`config.mk`:
```
export PLATFORM = sky130hd
export DESIGN_NAME = sle_ram
export DESIGN_NICKNAME = d
export VERILOG_FILES = /design/src/rtl/sle_ram.sv
export SDC_FILE = /design/constraint.sdc
export NUM_CORES = 1
export LEC_CHECK = 0
export BUFFER_PORTS_ARGS = -buffer_cell sky130_fd_sc_hd__buf_2
export CORE_ASPECT_RATIO = 1.1
export CORE_MARGIN = 4
export CORE_UTILIZATION = 60
export DETAILED_ROUTE_END_ITERATION = 10
export GPL_TIMING_DRIVEN = 0
export HOLD_SLACK_MARGIN = 0.1
export PLACE_DENSITY = 0.79
export SYNTH_ARGS = -nofsm -noshare
export SYNTH_HDL_FRONTEND = slang
export SYNTH_SLANG_ARGS = --single-unit
```
`constraint.sdc`:
```
create_clock -name clk -period 1.71 [get_ports clk]
set_input_delay 0.0855 -clock clk [delete_from_list [all_inputs] [get_ports clk]]
set_output_delay 0.0855 -clock clk [all_outputs]
set_load 0.01 [all_outputs]
```
`src/rtl/sle_ram.sv`:
```
// Generic single-write, single-read synchronous RAM with registered read.
module sle_ram #(
  parameter int WIDTH = 8,
  parameter int DEPTH = 16
) (
  input  logic                     clk,
  input  logic                     we,
  input  logic [$clog2(DEPTH)-1:0] waddr,
  input  logic [WIDTH-1:0]         wdata,
  input  logic                     re,
  input  logic [$clog2(DEPTH)-1:0] raddr,
  output logic [WIDTH-1:0]         rdata
);

  logic [WIDTH-1:0] mem [DEPTH];

  always_ff @(posedge clk) begin
    if (we) begin
      mem[waddr] <= wdata;
    end
    if (re) begin
      rdata <= mem[raddr];
    end
  end

endmodule

```
# [Word level (Yosys, flattened, before mapping)]
# Memories as Yosys holds them, arrays and structs flattened. A register that Yosys moved wholly into a read port is not among the register bits.
# Index checks and enable logic that the tools add are counted.
[word_totals] regBits=0 mem_bits_rw=128 in_bits=19 out_inout_bits=8 wordCells=3 n_memories=1
[mem_list] memory="mem" depth=16 width=8 read_ports=1 rd_ports_with_merged_regs=1 wr=1 line_no="15" text="logic [WIDTH-1:0] mem [DEPTH];"
[classes] muxes=2
[op_table] operator="$mux W1" n=2

# [Longest topological paths before layout]
# Gate-level depths: netlist of run 1.
[logic_depth] word_depth=2 depth_mapped=5 ltp_nobuf=3

# [Worst setup path after synthesis of run 1]
# OpenSTA, ideal clock, no wires.
[synth_path] path_type="input to register" startpoint="input port waddr[2]" endpoint="memory mem[0][0], enable pin" setup_ns=0.383 arrival_ns=1.195 required_ns=1.327 setup_slack_ns=0.132 stages=2 n_path_buf=0 path_cell_list="or3b_2 > nor3_1"
[synth_lines] item="start, declared" line_no="8" text="input logic [$clog2(DEPTH)-1:0] waddr,"
[synth_lines] item="end, declared" line_no="15"
# Straight into the memory's write port.

==> results of run 1 <==
metrics by stage:
step,instances,setup TNS (ns),cell area (sq um)
4_1_cts,406,0,6120
6_report,408,0,6140
3_3_place_gp,365,-5.06,5490
3_5_place_dp,365,-4.57,5490
5_1_grt,408,0,6140
2_1_floorplan,229,0,5230
cells in the final DEF (no fill, tap or decap), types with 2 or more instances in the layout:
| cell | instances |
|---|---|
| clkinv_1 | 4 |
| buf_6 | 3 |
| clkinv_2 | 3 |
| clkbuf_16 | 16 |
| mux4_1 | 14 |
| edfxtp_1 | 136 |
| dlygate4sd3_1 | 11 |
| buf_2 | 28 |
| nor3_1 | 3 |
| clkbuf_1 | 4 |
| nand3b_1 | 2 |
| nand2_1 | 9 |
| nor2_1 | 13 |
| bufinv_16 | 2 |
| clkdlybuf4s25_2 | 3 |
| nand2b_1 | 2 |
| mux4_2 | 18 |
| a22oi_1 | 16 |
worst register-to-register path, delay by kind of cell, from the launching register on:
kind	cells	cell delay [ns]
compound gates	1	0.29
simple gates	1	0.11
mux	1	0.56
flops	1	0.37
registers in the layout (all words and copies together) (netlist names):
name	flops
rdata	8
mem	128
routing by layer:
layer,share of wire (%),track usage [%],vias up
met4,2.0,10.3,0
li1,-,-,1096
met3,7.2,4.27,16
met5,0,0,-
met2,50,33.7,134
met1,41,29.1,1317
power by group through the flow:
stage	clock network (mW)	logic (mW)	registers, mW
after global placement	0	0.341	3.84
after floorplan	0	0.190	3.85
after CTS	3.32	0.376	3.78
after global routing	3.47	0.408	3.78
after detailed placement	0	0.353	3.84
final	3.29	0.380	3.78
cell families (layout without fill, tap and decap cells):
family	Yosys count	after routing	synth area share, %
simple gates	35	35	3.14
buf+inv	10	78	1.65
flops	136	136	78.1
mux	32	32	14.8
compound gates	16	16	2.30
final timing paths:
kind | endpoint | slack, ns
setup / recovery | rdata[0] | 0.12
hold / removal | mem[4][7] | 0.13
setup reg to reg | rdata[0] | 0.12
hold reg to reg | rdata[4] | 0.76
final cells by class:
class | count | share of cell area, %
Clock inverter | 11 | 1.73
Multi-Input combinational cell | 83 | 17.3
Tap cell | 111 | 2.26
Timing Repair Buffer | 36 | 3.83
Clock buffer | 21 | 6.99
Buffer | 10 | 1.41
Sequential cell | 136 | 66.5
repair_timing:
item	4_1_cts	5_1_grt
endpoints found under the hold margin	136	8
setup endpoints to repair	0	8
gates resized for setup	0	1
hold buffers	9	2
==> results.tsv, run 1 <==
metric	value	unit
drc	0	
rsz0062_at_grt	no	
crit_type	reg -> reg	
max-vdd-ir-drop	0.000940	V
synth-seq-cells	136	
start_util	61.9	%
fillers	487	
powerDensity	1210	nW/um^2
drt_wl_total	10200	microns
setup_viol	0	
grt_max_degree	17	
fin_crit	1.59	ns
p_leak	2.06	nW
die_w	97.0	microns
postSynthAreaPerCell	22.8	sq um
max_stage_delay	0.56	ns
fmax	628	MHz
hold_path_depth	2	
antenna_found_initial	0	
cts-root-buf	clkbuf_8	
die_h	106	microns
dr_total_vias	2563	
htreeDepth	4	
numPortBuffers	25	
clk_path_buf_depth	2	
multi_input_area	1060	sq um
worst_ep_required_time	1.96	ns
rr_worst_depth	3	
p_clk_share	44.2	%
clk_latency	0.51	ns
critPathTopFamily	multiplexers	
vias_per_cell	6.28	
cts_made_buffers	17	
antenna_left	0	
hp-start	waddr[0]	
syn_inst	229	
synth_edf_count	136	
core	8450	sq um
seqPwrFrac	50.7	%
hold_viol	0	
synth_cell_type_count	18	
rr_startpoint	mem[0][0]	
initialDrtViolationCount	234	
ys_seq_area_share	78.1	%
clk_pin_slew	0.06	ns
crit_fanout	1	
n_antenna_cell	0	
cts_tree	built	
fin_ws	0.119	ns
die_area	10300	sq um
track_usage	21.4	%
p_sw	1.48	mW
yosysWarnings	0	
grt_pass1_vias	2629	
max_slew_margin	16.8	%
synth_most_common_cell	edfxtp_1	
holdCritPathClass	in -> reg	
intPower	5.96	mW
syn-cell-area	5230	sq um
yosys-top-cells-count	edfxtp_1, mux4_2, a22oi_1	
crit_path_start_kind	register	
regArea	4080	sq um
cp.arrival	1.84	ns
layout-drive-gt1-share	26.6	%
place.gp.congestion	0.712	
status	complete, no violations	
slowest_stage	mux4_1	
drt_pass1_iterations	7	
power	7.45	mW
path_cells	mux4_1 -> a22oi_1 -> nand2_1	
nets	303	
grt_overflow	0	
hold_ws	0.135	ns
p_sw_share	19.9	%
wl_per_cell	24.9	microns
worst_slew_pin_slew	1.24	ns
crit_cells	3	
rows	35	
dp_hpwl	6040	microns
p_comb_share	5.1	%
pin_count	27	
worstSetupEndpointType	register	
cap_violations	0	
synth_area_leaders	edfxtp_1, mux4_2, mux4_1	
post_cts_buffers	0	
area_growth	17.5	%
numClockSinks	136	
netlist.area_leader.share	78.1	%
dpl_worst_slack	-0.405	ns
fin_util	72.7	%
slew_viol_final	0	
ys.flop_type	edfxtp_1	
fin_crit_sh	93.1	%
grt_pass1_wl	15600	microns
synth_top_area_cell	edfxtp_1	
fin_skew	0.00605	ns
syn-num-nets	248	
critical_path.startpoint	mem[0][0]	
crit_buf_inv	0	
async_flop_share	0	%
Note: power is estimated with default switching activity, not from simulation.
==> run 2, diff against run 1 <==
==> constraint.sdc (replaced) <==
create_clock -name clk -period 1.71 [get_ports clk]
set_input_delay 0.2565 -clock clk [delete_from_list [all_inputs] [get_ports clk]]
set_output_delay 0.2565 -clock clk [all_outputs]
set_load 0.01 [all_outputs]
==> run 2 against run 1 <==
Final area is essentially flat. Critical path type unchanged. Die area is the same. Power grew 6.9%. Worst setup slack lost 0.045 ns. Sequential share of layout area is essentially flat. Highest routed layer unchanged.
==> results.tsv, run 2 (synthesis gave the netlist of run 1 again) <==
metric	value	unit
cts-root-buf	clkbuf_8	
die_w	97.0	microns
worstSetupEndpointType	register	
max_stage_delay	0.61	ns
multi_input_area	1060	sq um
track_usage	22.2	%
met1_length	4060	microns
critPathTopFamily	multiplexers	
cts-resized-gates	0	
clk_path_buf_depth	2	
cp.arrival	1.91	ns
cap_violations	0	
hold_buffers	2	
fin_ws	0.0743	ns
antenna_found_initial	0	
grt_pass1_wl	15800	microns
holdCritPathClass	in -> reg	
met3WireLength	892	microns
p_leak	2.06	nW
grt_overflow	0	
hold_ws	0.139	ns
max-vdd-ir-drop	0.000883	V
n_antenna_cell	0	
final_cell_mix	edfxtp_1, buf_2, mux4_2	
crit_type	reg -> reg	
largest_reg_flops	128	
crit_buf_inv	0	
htreeDepth	4	
fin_crit	1.64	ns
critical_path.startpoint	mem[5][1]	
crit_path_start_kind	register	
pin_count	27	
place.gp.congestion	0.726	
cts_made_buffers	17	
grt_max_degree	17	
wl_per_cell	26.1	microns
fin_skew	0.00974	ns
hold_viol	0	
fmax	611	MHz
rows	35	
clk_pin_slew	0.06	ns
regArea	4080	sq um
clk_latency	0.53	ns
nets	294	
worst_ep_required_time	1.99	ns
cts_tree	built	
post_cts_buffers	0	
area_growth	17.4	%
die_area	10300	sq um
core	8450	sq um
vias_per_cell	6.29	
initialDrtViolationCount	213	
fin_util	72.6	%
dr_total_vias	2509	
status	complete, no violations	
grt_pass1_vias	2514	
met2WireLength	5240	microns
numClockSinks	136	
max_slew_margin	18.0	%
slowest_stage	mux4_1	
top_layer_used	met4	
start_util	61.9	%
rrSetupSlack	0.07	ns
fin_crit_sh	95.7	%
worst_slew_pin_slew	1.22	ns
rr_startpoint	mem[5][1]	
drt_pass1_iterations	4	
layout_commonest_cell	edfxtp_1	
drt_wl_total	10400	microns
hp-start	wdata[2]	
top_register	mem	
powerDensity	1300	nW/um^2
layout-drive-gt1-share	28.8	%
path_cells	mux4_1 -> a22oi_1 -> nand2_1	
die_h	106	microns
slew_viol_final	0	
fillers	475	
drc	0	
setup_viol	0	
numPortBuffers	25	
dp_hpwl	6340	microns
antenna_left	0	
dpl_worst_slack	-0.304	ns
rsz0062_at_grt	no	
largest_registers	mem x128, rdata x8	
crit_fanout	1	
==> run 2: cell types whose count changed in the layout (fill, tap and decap cells not counted) <==
cell,previous run,this run
clkbuf_1,4,1
clkinv_4,1,3
bufinv_16,2,5
dlygate4sd3_1,11,2
clkinv_1,4,3
clkinv_2,3,2
==> run 2: worst paths after layout <==
kind	end	depth (start not counted)
worst max register to register	rdata[1]	3
worst max-delay path	rdata[1]	3
worst min-delay path	mem[3][2]	1
worst min register to register	rdata[4]	3
==> run 2: per-layer routing <==
layer	up-vias	GRT usage, %
met3	17	7.09
met5	-	0
met4	0	9.53
li1	1073	-
met2	124	34.3
met1	1295	29.6
==> run 2: worst register-to-register path: cells and delay by family, from the launching register on <==
family	cells	cell delay, ns
AOI/OAI and AO/OA	1	0.26
DFF	1	0.41
muxes	1	0.61
and+or+nand+nor	1	0.10
==> run 2: final cells by class <==
class,count,area share [%]
plain buffers,10,1.41
clock buffers,18,6.81
clock inverters,14,3.34
multi-input cells,83,17.3
flip-flops and latches,136,66.5
well taps,111,2.26
repair buffers,27,2.36
==> run 2: where the power goes <==
group / leakage, nW / switching, mW / internal, mW
Clock: 0.301 / 1.32 / 2.50
Combinational: 0.527 / 0.216 / 0.148
Sequential: 1.24 / 0.0196 / 3.76
==> run 2: metrics by stage <==
step / instances / total power [mW] / area [sq um] / TNS (ns)
floorplan: 229 / 4.04 / 5230 / 0
global placement: 365 / 4.18 / 5500 / -11.80
detailed placement: 365 / 4.20 / 5500 / -11.64
CTS: 399 / 7.99 / 6140 / 0
global route: 399 / 8.20 / 6140 / 0
finish: 399 / 7.96 / 6140 / 0
==> run 3, diff against run 2 <==
--- a/config.mk
+++ b/config.mk
@@ -6,7 +6,7 @@
 export NUM_CORES = 1
 export LEC_CHECK = 0
 export BUFFER_PORTS_ARGS = -buffer_cell sky130_fd_sc_hd__buf_2
-export CORE_ASPECT_RATIO = 1.1
+export CORE_ASPECT_RATIO = 1.2
 export CORE_MARGIN = 4
 export CORE_UTILIZATION = 60
 export DETAILED_ROUTE_END_ITERATION = 10
==> run 3 against run 2 <==
Hold slack improved by 0.0048 ns. Critical endpoint is now rdata[3]. Sequential share of layout area decreased by 0.39 points. Non-clock buffer count increased by 1. Largest cell class unchanged. Critical path type unchanged. Via count decreased by 1.2%. Global-route usage down 0.32 points. Final area increased by 0.59%. First-iteration DRC count increased by 61%.
==> results.tsv, run 3 (synthesis gave the netlist of run 1 again) <==
metric	value	unit
status	complete, no violations	
fmax	630	MHz
slew_viol_final	0	
pin_count	27	
rsz0062_at_grt	no	
worstSetupEndpointType	register	
dr_total_vias	2478	
cts_made_buffers	17	
grt_max_degree	17	
numClockSinks	136	
max_slew_margin	11.8	%
dpl_worst_slack	-0.344	ns
clk_pin_slew	0.06	ns
core	8520	sq um
drt_pass1_iterations	4	
antenna_left	0	
initialDrtViolationCount	343	
nets	295	
die_area	10300	sq um
rrSetupSlack	0.12	ns
wl_per_cell	24.3	microns
hold_ws	0.144	ns
drt_wl_total	9850	microns
layout_commonest_cell	edfxtp_1	
vias_per_cell	6.10	
die_w	93.2	microns
worst_slew_pin_slew	1.31	ns
crit_path_start_kind	register	
place.gp.congestion	0.789	
rows	37	
htreeDepth	4	
grt_pass1_vias	2516	
numPortBuffers	25	
cts-root-buf	clkbuf_8	
powerDensity	1310	nW/um^2
top_register	mem	
fin_util	72.5	%
track_usage	21.9	%
rr_startpoint	mem[1][3]	
area_growth	18.1	%
hold_viol	0	
drc	0	
layout-drive-gt1-share	29.8	%
crit_fanout	1	
worst_ep_required_time	1.98	ns
fin_crit_sh	92.8	%
cap_violations	0	
antenna_found_initial	0	
max-vdd-ir-drop	0.00127	V
r2r_end	rdata[3]	
path_cells	mux4_1 -> a22oi_1 -> nand2_1	
final_cell_mix	edfxtp_1, buf_2, mux4_2	
cp.arrival	1.86	ns
p_leak	2.07	nW
dp.cells	371	
slowest_stage	mux4_1	
cts_tree	built	
clk_path_buf_depth	2	
crit_cells	3	
hold_path_depth	1	
largest_reg_flops	128	
dp_hpwl	6180	microns
clk_latency	0.52	ns
max_stage_delay	0.59	ns
n_antenna_cell	0	
setup_viol	0	
critPathTopFamily	multiplexers	
critical_path.startpoint	mem[1][3]	
fin_ws	0.123	ns
grt_pass1_wl	15100	microns
die_h	110	microns
rr_worst_depth	3	
largest_registers	mem x128, rdata x8	
final_cells	406	
critical_path.endpoint	rdata[3]	
crit_type	reg -> reg	
holdCritPathClass	in -> reg	
crit_buf_inv	0	
fin_skew	0.00601	ns
grt_overflow	0	
start_util	61.4	%
fin_crit	1.59	ns
cts-resized-gates	0	
run 3: how the worst min path moves through the flow:
stage | start | slack, ns | endpoint
after floorplan | wdata[0] | 0.36 | mem[0][0]
after global placement | re | 0.59 | rdata[6]
after detailed placement | re | 0.60 | rdata[4]
after CTS | wdata[6] | 0.11 | mem[10][6]
after global routing | wdata[2] | 0.13 | mem[15][2]
final | wdata[2] | 0.14 | mem[0][2]
run 3: stage by stage:
stage | instance area, sq um | power, mW | TNS (ns)
global placement | 5500 | 4.18 | -11.78
global route | 6180 | 8.30 | 0
floorplan | 5230 | 4.04 | 0
detailed placement | 5500 | 4.20 | -14.12
CTS | 6170 | 8.11 | 0
finish | 6180 | 8.07 | 0
run 3: final cells by class:
cell class | instances | area, sq um
Timing Repair Buffer | 28 | 150
Clock buffer | 18 | 418
Clock inverter | 14 | 229
Sequential cell | 136 | 4080
Fill cell | 503 | 2340
Multi-Input combinational cell | 83 | 1060
Buffer | 10 | 86.3
Tap cell | 117 | 146
run 3: report_power, final:
group	leakage (nW)	internal [mW]	switching [mW]
Combinational	0.533	0.148	0.214
Sequential	1.24	3.76	0.0164
Clock	0.304	2.64	1.29
Total	2.07	6.55	1.52
run 3: repair_timing:
action                                  4_1_cts  5_1_grt
endpoints found under the hold margin        24        0
endpoints found under the setup margin        0        0
buffers inserted                              0        0
hold buffers                                  2        0
run 3: layer usage:
metal  GRT usage [%]  vias to the layer above  share of wire (%)
met1            28.6                     1274                 40
met4            9.84                        0                2.5
met5               0                        -                  0
li1                -                     1079                  -
met2            34.7                      104                 51
met3            6.38                       21                6.8
