`config.mk`:
```
export PLATFORM = sky130hd
export DESIGN_NAME = sle_ctrl
export DESIGN_NICKNAME = d
export VERILOG_FILES = /design/src/rtl/sle_pkg.sv /design/src/rtl/sle_ctrl.sv
export SDC_FILE = /design/constraint.sdc
export NUM_CORES = 1
export LEC_CHECK = 0
export ABC_AREA = 1
export BUFFER_PORTS_ARGS = -buffer_cell sky130_fd_sc_hd__buf_4
export CORE_AREA = 10 10 171 173
export DETAILED_ROUTE_END_ITERATION = 8
export DIE_AREA = 0 0 181 183
export PLACE_DENSITY_LB_ADDON = 0.12
export SYNTH_ARGS = -nofsm -noshare
export SYNTH_HDL_FRONTEND = slang
export SYNTH_SLANG_ARGS = --single-unit
```
`constraint.sdc`:
```
create_clock -name clk -period 7.95 [get_ports clk]
set_clock_uncertainty 0.1 [all_clocks]
set_input_delay 0.795 -clock clk [delete_from_list [all_inputs] [get_ports clk]]
set_output_delay 0.795 -clock clk [all_outputs]
set_load 0.1 [all_outputs]
```
`src/rtl/sle_pkg.sv`:
```
// Shared constants, types and codes for the sequential list engine.
package sle_pkg;

  localparam int CAPACITY   = 1024;
  localparam int VALUE_BITS = 64;
  localparam int KEY_W      = 32;
  localparam int POS_W      = 10;
  localparam int OP_W       = 3;
  localparam int ADDR_W     = $clog2(CAPACITY);
  localparam int CNT_W      = $clog2(CAPACITY + 1);
  localparam int IDX_W      = (CNT_W > POS_W) ? CNT_W : POS_W;
  localparam int ENTRY_W    = KEY_W + VALUE_BITS;

  typedef enum logic [OP_W-1:0] {
    OP_APPEND = 3'd0,
    OP_INSERT = 3'd1,
    OP_REMKEY = 3'd2,
    OP_REMAT  = 3'd3,
    OP_UPDATE = 3'd4,
    OP_GETKEY = 3'd5,
    OP_GETNTH = 3'd6
  } sle_op_t;

  typedef enum logic [2:0] {
    ST_IDLE,
    ST_EXEC,
    ST_SCAN,
    ST_SHDN,
    ST_SHUP,
    ST_INSWR,
    ST_GETW
  } sle_state_t;

  typedef struct packed {
    logic               we;
    logic [ADDR_W-1:0]  waddr;
    logic [ENTRY_W-1:0] wdata;
    logic               re;
    logic [ADDR_W-1:0]  raddr;
  } sle_mreq_t;

  typedef struct packed {
    logic                  ok;
    logic [KEY_W-1:0]      key;
    logic [VALUE_BITS-1:0] value;
    logic [CNT_W-1:0]      count;
  } sle_res_t;

endpackage

```
`src/rtl/sle_ctrl.sv`:
```
// Sequencer that walks the entry memory for search, shift and access.
module sle_ctrl
  import sle_pkg::*;
(
  input  logic                  clk,
  input  logic                  rst_n,
  input  logic                  start,
  input  logic [OP_W-1:0]       in_opcode,
  input  logic [KEY_W-1:0]      in_entry_key,
  input  logic [63:0]           in_entry_value,
  input  logic [POS_W-1:0]      in_position,
  output logic                  busy,
  output sle_mreq_t             mreq,
  input  logic [ENTRY_W-1:0]    rd_data,
  output logic                  res_vld,
  output sle_res_t              res
);

  sle_state_t            state_r, state_nxt;
  logic [OP_W-1:0]       op_r, op_nxt;
  logic [KEY_W-1:0]      key_r, key_nxt;
  logic [VALUE_BITS-1:0] val_r, val_nxt;
  logic [POS_W-1:0]      pos_r, pos_nxt;
  logic [CNT_W-1:0]      cnt_r, cnt_nxt;
  logic [CNT_W-1:0]      addr_r, addr_nxt;
  logic [CNT_W-1:0]      paddr_r, paddr_nxt;
  logic                  pv_r, pv_nxt;
  logic                  more_r, more_nxt;

  logic [CNT_W-1:0]      cnt_m1;
  logic [IDX_W-1:0]      pos_x;
  logic [IDX_W-1:0]      cnt_x;
  logic [KEY_W-1:0]      rd_key;
  logic [VALUE_BITS-1:0] rd_val;

  assign cnt_m1 = cnt_r - CNT_W'(1);
  assign pos_x  = IDX_W'(pos_r);
  assign cnt_x  = IDX_W'(cnt_r);
  assign rd_key = rd_data[ENTRY_W-1 -: KEY_W];
  assign rd_val = rd_data[VALUE_BITS-1:0];
  assign busy   = (state_r != ST_IDLE);

  always_ff @(posedge clk) begin
    if (!rst_n) begin
      state_r <= ST_IDLE;
      cnt_r   <= '0;
      pv_r    <= 1'b0;
      more_r  <= 1'b0;
    end else begin
      state_r <= state_nxt;
      cnt_r   <= cnt_nxt;
      pv_r    <= pv_nxt;
      more_r  <= more_nxt;
    end
  end

  always_ff @(posedge clk) begin
    op_r    <= op_nxt;
    key_r   <= key_nxt;
    val_r   <= val_nxt;
    pos_r   <= pos_nxt;
    addr_r  <= addr_nxt;
    paddr_r <= paddr_nxt;
  end

  always_comb begin
    state_nxt = state_r;
    op_nxt    = op_r;
    key_nxt   = key_r;
    val_nxt   = val_r;
    pos_nxt   = pos_r;
    cnt_nxt   = cnt_r;
    addr_nxt  = addr_r;
    paddr_nxt = paddr_r;
    pv_nxt    = 1'b0;
    more_nxt  = more_r;
    mreq      = '0;
    res_vld   = 1'b0;
    res       = '0;

    case (state_r)
      ST_IDLE: begin
        if (start) begin
          op_nxt    = in_opcode;
          key_nxt   = in_entry_key;
          val_nxt   = in_entry_value[VALUE_BITS-1:0];
          pos_nxt   = in_position;
          state_nxt = ST_EXEC;
        end
      end

      ST_EXEC: begin
        res_vld   = 1'b1;
        state_nxt = ST_IDLE;
        case (op_r)
          OP_APPEND: begin
            if (cnt_r < CNT_W'(CAPACITY)) begin
              mreq.we    = 1'b1;
              mreq.waddr = ADDR_W'(cnt_r);
              mreq.wdata = {key_r, val_r};
              cnt_nxt    = cnt_r + CNT_W'(1);
              res.ok     = 1'b1;
            end
          end
          OP_INSERT: begin
            if (cnt_r < CNT_W'(CAPACITY) && pos_x <= cnt_x) begin
              if (pos_x == cnt_x) begin
                mreq.we    = 1'b1;
                mreq.waddr = ADDR_W'(pos_r);
                mreq.wdata = {key_r, val_r};
                cnt_nxt    = cnt_r + CNT_W'(1);
                res.ok     = 1'b1;
              end else begin
                res_vld    = 1'b0;
                mreq.re    = 1'b1;
                mreq.raddr = ADDR_W'(cnt_m1);
                pv_nxt     = 1'b1;
                paddr_nxt  = cnt_m1;
                addr_nxt   = cnt_m1 - CNT_W'(1);
                more_nxt   = (IDX_W'(cnt_m1) != pos_x);
                state_nxt  = ST_SHUP;
              end
            end
          end
          OP_REMKEY, OP_UPDATE, OP_GETKEY: begin
            if (cnt_r != '0) begin
              res_vld    = 1'b0;
              mreq.re    = 1'b1;
              mreq.raddr = '0;
              pv_nxt     = 1'b1;
              paddr_nxt  = '0;
              addr_nxt   = CNT_W'(1);
              more_nxt   = (cnt_m1 != '0);
              state_nxt  = ST_SCAN;
            end
          end
          OP_REMAT: begin
            if (pos_x < cnt_x) begin
              if (pos_x == IDX_W'(cnt_m1)) begin
                cnt_nxt = cnt_m1;
                res.ok  = 1'b1;
              end else begin
                res_vld    = 1'b0;
                mreq.re    = 1'b1;
                mreq.raddr = ADDR_W'(pos_r) + ADDR_W'(1);
                pv_nxt     = 1'b1;
                paddr_nxt  = CNT_W'(pos_r) + CNT_W'(1);
                addr_nxt   = CNT_W'(pos_r) + CNT_W'(2);
                more_nxt   = (pos_x + IDX_W'(1) != IDX_W'(cnt_m1));
                state_nxt  = ST_SHDN;
              end
            end
          end
          OP_GETNTH: begin
            if (pos_x < cnt_x) begin
              res_vld    = 1'b0;
              mreq.re    = 1'b1;
              mreq.raddr = ADDR_W'(pos_r);
              state_nxt  = ST_GETW;
            end
          end
          default: begin
          end
        endcase
        res.count = cnt_nxt;
      end

      ST_SCAN: begin
        mreq.re    = more_r;
        mreq.raddr = ADDR_W'(addr_r);
        pv_nxt     = more_r;
        paddr_nxt  = addr_r;
        addr_nxt   = addr_r + CNT_W'(1);
        more_nxt   = more_r && (addr_r != cnt_m1);
        if (pv_r) begin
          if (rd_key == key_r) begin
            case (op_r)
              OP_GETKEY: begin
                res_vld   = 1'b1;
                res.ok    = 1'b1;
                res.key   = rd_key;
                res.value = rd_val;
                state_nxt = ST_IDLE;
              end
              OP_UPDATE: begin
                mreq.we    = 1'b1;
                mreq.waddr = ADDR_W'(paddr_r);
                mreq.wdata = {rd_key, val_r};
                res_vld    = 1'b1;
                res.ok     = 1'b1;
                state_nxt  = ST_IDLE;
              end
              default: begin
                if (paddr_r == cnt_m1) begin
                  cnt_nxt   = cnt_m1;
                  res_vld   = 1'b1;
                  res.ok    = 1'b1;
                  state_nxt = ST_IDLE;
                end else begin
                  mreq.re    = 1'b1;
                  mreq.raddr = ADDR_W'(paddr_r) + ADDR_W'(1);
                  pv_nxt     = 1'b1;
                  paddr_nxt  = paddr_r + CNT_W'(1);
                  addr_nxt   = paddr_r + CNT_W'(2);
                  more_nxt   = (paddr_r + CNT_W'(1) != cnt_m1);
                  state_nxt  = ST_SHDN;
                end
              end
            endcase
          end else if (paddr_r == cnt_m1) begin
            res_vld   = 1'b1;
            state_nxt = ST_IDLE;
          end
        end
        res.count = cnt_nxt;
      end

      ST_SHDN: begin
        mreq.re    = more_r;
        mreq.raddr = ADDR_W'(addr_r);
        pv_nxt     = more_r;
        paddr_nxt  = addr_r;
        addr_nxt   = addr_r + CNT_W'(1);
        more_nxt   = more_r && (addr_r != cnt_m1);
        if (pv_r) begin
          mreq.we    = 1'b1;
          mreq.waddr = ADDR_W'(paddr_r) - ADDR_W'(1);
          mreq.wdata = rd_data;
          if (paddr_r == cnt_m1) begin
            cnt_nxt   = cnt_m1;
            res_vld   = 1'b1;
            res.ok    = 1'b1;
            state_nxt = ST_IDLE;
          end
        end
        res.count = cnt_nxt;
      end

      ST_SHUP: begin
        mreq.re    = more_r;
        mreq.raddr = ADDR_W'(addr_r);
        pv_nxt     = more_r;
        paddr_nxt  = addr_r;
        addr_nxt   = addr_r - CNT_W'(1);
        more_nxt   = more_r && (IDX_W'(addr_r) != pos_x);
        if (pv_r) begin
          mreq.we    = 1'b1;
          mreq.waddr = ADDR_W'(paddr_r) + ADDR_W'(1);
          mreq.wdata = rd_data;
          if (IDX_W'(paddr_r) == pos_x) begin
            state_nxt = ST_INSWR;
          end
        end
        res.count = cnt_nxt;
      end

      ST_INSWR: begin
        mreq.we    = 1'b1;
        mreq.waddr = ADDR_W'(pos_r);
        mreq.wdata = {key_r, val_r};
        cnt_nxt    = cnt_r + CNT_W'(1);
        res_vld    = 1'b1;
        res.ok     = 1'b1;
        res.count  = cnt_nxt;
        state_nxt  = ST_IDLE;
      end

      ST_GETW: begin
        res_vld   = 1'b1;
        res.ok    = 1'b1;
        res.key   = rd_key;
        res.value = rd_val;
        res.count = cnt_r;
        state_nxt = ST_IDLE;
      end

      default: begin
        state_nxt = ST_IDLE;
      end
    endcase
  end

endmodule

```
# Word-level counts from Yosys, hierarchy flattened
# Index checks and enable logic that the tools add are counted.
dict set report totals {
  ff_bits 147
  input_bits 208
  elab_cells 193
}
dict set report op_classes {
  n_addsub 12
  order_cmp 3
  eq_ne 33
  mux 115
  n_reduce_logical 20
}
# cell count
set ops {}
lappend ops {{$mux W107} 5}
lappend ops {{$pmux W107 S5} 1}
lappend ops {{$mux W11} 35}
lappend ops {{$mux W118} 3}
lappend ops {{$pmux W107 S2} 1}
lappend ops {{$mux W97} 2}
lappend ops {{$pmux W96 S2} 1}
lappend ops {{$pmux W11 S3} 5}
lappend ops {{$pmux W11 S4} 3}
lappend ops {{$mux W96} 1}
lappend ops {{$pmux W11 S5} 1}
lappend ops {{$add A11 B1 Y11 const B} 3}
lappend ops {{$ne A11 B11 Y1} 3}
lappend ops {{$sub A11 B1 Y11 const B} 3}
lappend ops {{$eq A32 B32 Y1} 1}
lappend ops {{$mux W1} 32}
lappend ops {{$mux W3} 10}
lappend ops {{$eq A10 B11 Y1} 2}
lappend ops {{$ne A11 B10 Y1} 2}
lappend ops {{$reduce_bool A11 Y1} 2}
lappend ops {{$add A10 B1 Y10 const B} 2}
lappend ops {{$eq A3 B3 Y1 const B} 6}
lappend ops {{$pmux W1 S4} 4}
lappend ops {{$ne A3 B3 Y1 const B} 5}
lappend ops {{other kinds (26)} 50}

# Depth between registers and ports, before layout
dict set report depth {
  word_depth 8
  mapped_depth 24
  mapped_depth_nobuf 21
}

# Worst setup path after synthesis
# Ideal clock, no wire load.
dict set report synth_path {
  path_kind {reg-to-output}
  start {register cnt_r[0]}
  end {output res[107] (netlist name)}
  arrival_time_ns 5.914
  path_slack_ns 1.141
  path_stages_with_launch 17
  path_cell_list {dfxtp_1 -> buf_4 -> clkbuf_1 -> inv_1 -> ha_1 -> buf_2 -> nand2_2 -> nand2_1 -> nand2_1 -> nand2_1 -> nand3b_1 -> nor2_1 -> nand3_2 -> nor2_4 -> buf_6 -> o21ai_1 -> o311ai_0}
}
# item line
set synth_lines {}
lappend synth_lines {{start, declared} sle_ctrl.sv:24} ;# logic [CNT_W-1:0] cnt_r, cnt_nxt;
lappend synth_lines {{start signal, assigned} sle_ctrl.sv:51} ;# cnt_r <= cnt_nxt;
lappend synth_lines {{end, declared} sle_ctrl.sv:16} ;# output sle_res_t res

==> flow_summary.toml <==
[status]
outcome = "finished, violations left"
violations = "design-rule violations"

[route]
dr.first_iter.drc_count = 2905
vias = 17016
wire_per_inst_um = 25.5
first_pass_iters = 9
ant_nets = 0
route.detailed.drc = 2
wl_um = 70300
vias_per_cell = 6.17

[worst_hold_path]
hold_end = "pos_r[2]"
min_path_cells = 1
hold_class = "in -> reg"
worstHoldStart = "in_position[2]"

[logic_synthesis]
yosysWarnings = 0
async_flop_share_pct = 0
synth_area_um2 = 13400
avgSynthCellArea_um2 = 6.58
synth_largest_area_cell = "edfxtp_1"
ys_seq_area_share_pct = 31.7
synth_commonest_cells = "504 x nand2_1, 247 x nor2_1, 236 x inv_1"
yosys-top-cells-area = "edfxtp_1 29%, nand2_1 14%, o21ai_0 7.0%"
synth_top_area_share_pct = 29.3
synth_edf_count = 131
ys.flop_type = "edfxtp_1"
synth_seq_cells = 147
synth_cells = 2040
synth_cell_types = 54
synth_nets = 2278
synth_most_common_cell = "nand2_1"

[cts]
numCtsBuffers = 17
clk_pin_slew_worst_paths_ns = 0.08
cts.sinks = 147
postCtsSetupRepairBufs = 0
holdBufCountCts = 0
tritoncts = "yes"
cts_max_level = 4
cts_max_path_buffers = 2
cts_root_buf = "clkbuf_16"
cts_resized = 0
worstSkewPairLatency_ns = 0.45

[cells_and_area]
layout-drive-gt1-share_pct = 23.2
utilization_pct = 67.4
area_growth_pct = 29.2
finish.net_count = 2643

[floorplanning]
io_pins = 436
initial_core_util_pct = 52.1
die_w_um = 181
dieArea_um2 = 33100
fp.dieH_um = 183
core_um2 = 25800
rows = 59

[setup_path]
cp-end-kind = "primary output"
reg2reg_slack_ns = 3.24
ff2ff_path_depth = 14
critPathArrivalTime_ns = 5.31
cp_max_fo = 64
required_ns = 7.05
path_class = "reg -> out"
setup.worst_path.start = "pos_r[0]"
rr_startpoint = "cnt_r[2]"
worst_setup_path_start_kind = "flip-flop"
reg2reg_to = "addr_r[3]"

[sta]
period_needed_ns = 6.21
hold_viol = 0
rsz0062_at_grt = "false"
worstMarginPinSlew_ns = 1.29
timing.hold.ws_ns = 0.426
max_slew_margin_pct = 13.5
drv_slew = 0
max_freq_mhz = 161
fin_crit_sh_pct = 78.1
tns_ns = 0
finalSetupViolations = 0

[placement]
gp_congestion = 1.09
port_buffers = 435
dp_hpwl_um = 55000

[grt]
gr-total-overflow = 0
grt_pass1_vias = 16082
antenna_found_initial = 5
grt_max_degree = 83
grt_pass1_wl_um = 102000
grt_use_total_pct = 39.8

[pwr]
ir_worst_vdd_v = 0.000245
p_per_area_nw_per_um2 = 288
p_leak_nw = 8.54

[job]
cap_violations = 0
## layer usage
metal / up-vias / GRT usage (%) / part of all wire, %
met1: 7757 / 46.7 / 35
met2: 1457 / 62.0 / 44
met3: 312 / 15.8 / 15
met5: - / 0 / 0.051
met4: 4 / 20.1 / 5.8
li1: 7486 / - / -
## cells by family after synthesis
kind of cell / count (synthesis) / synth area share [%]
buf+inv: 367 / 11.2
compound gates: 386 / 16.3
xor+xnor: 80 / 5.22
simple gates: 1030 / 32.9
fa+ha+maj: 30 / 2.79
flops: 147 / 31.7
## registers in the layout, summed over array words and instances (netlist names)
name and cells:
val_r 64, addr_r 11, state_r 3, pos_r 10, cnt_r 11, op_r 3
more_r 1, pv_r 1, key_r 32, paddr_r 11
## how the worst max path moves through the flow
| stage | end | depth (start not counted) |
|---|---|---|
| 2_1_floorplan | res[107] | 16 |
| 3_3_place_gp | mreq[14] | 14 |
| 3_5_place_dp | mreq[24] | 14 |
| 4_1_cts | mreq[65] | 14 |
| 5_1_grt | mreq[24] | 16 |
| 6_report | mreq[24] | 14 |
## per-stage QoR
step / worst slack [ns] / cells / instance area [um^2] / total power [mW]
6_report: 1.74 / 2756 / 17400 / 4.99
5_1_grt: 1.55 / 2756 / 17400 / 5.17
4_1_cts: 1.94 / 2753 / 17300 / 4.84
3_5_place_dp: 2.48 / 2721 / 16800 / 3.98
3_3_place_gp: 2.51 / 2721 / 16800 / 3.96
2_1_floorplan: 1.14 / 2040 / 13400 / 3.12
## power breakdown
part	internal (mW)	switching, mW
Combinational	0.691	2.06
Clock	0.473	0.399
Sequential	1.09	0.284
Total	2.25	2.74
## cell usage in the layout, fill, tap and decap left out, types with 10 or more instances in the layout
cell and instances:
nand2_1 504, buf_4 452, nor2_1 242, inv_1 235
o21ai_0 188, nand3_1 168, edfxtp_1 131, a21oi_1 68
xor2_1 51, o21ai_1 31, o22ai_1 30, ha_1 30
xnor2_1 29, nor3_1 27, nand4_1 25, nand2_2 17
inv_2 17, clkbuf_16 17, nor2_2 16, dfxtp_1 16
a22oi_1 13, o221ai_1 12, o211ai_1 10
## cell type report
cell class	instances	area, um^2
fillers	2245	8410
multi-input cells	1526	7700
flip-flops and latches	147	4250
repair buffers	452	3390
inverters	261	983
clock buffers	17	425
well taps	335	419
clock inverters	15	168
diodes	3	7.51
## critical path, stage by stage (launching register included)
cell and delay [ns]:
edfxtp_1 0.77, inv_1 0.32, ha_1 0.46, inv_1 0.09, nor4_4 0.48, nand2_2 0.17
inv_2 0.20, nor2_1 0.11, nor2_2 0.09, buf_4 0.31, nor2_1 0.18, nand2_2 0.89
nand2_1 0.22, o21ai_0 0.17, buf_4 0.34
No activity file was read; power rests on OpenSTA's default activity.
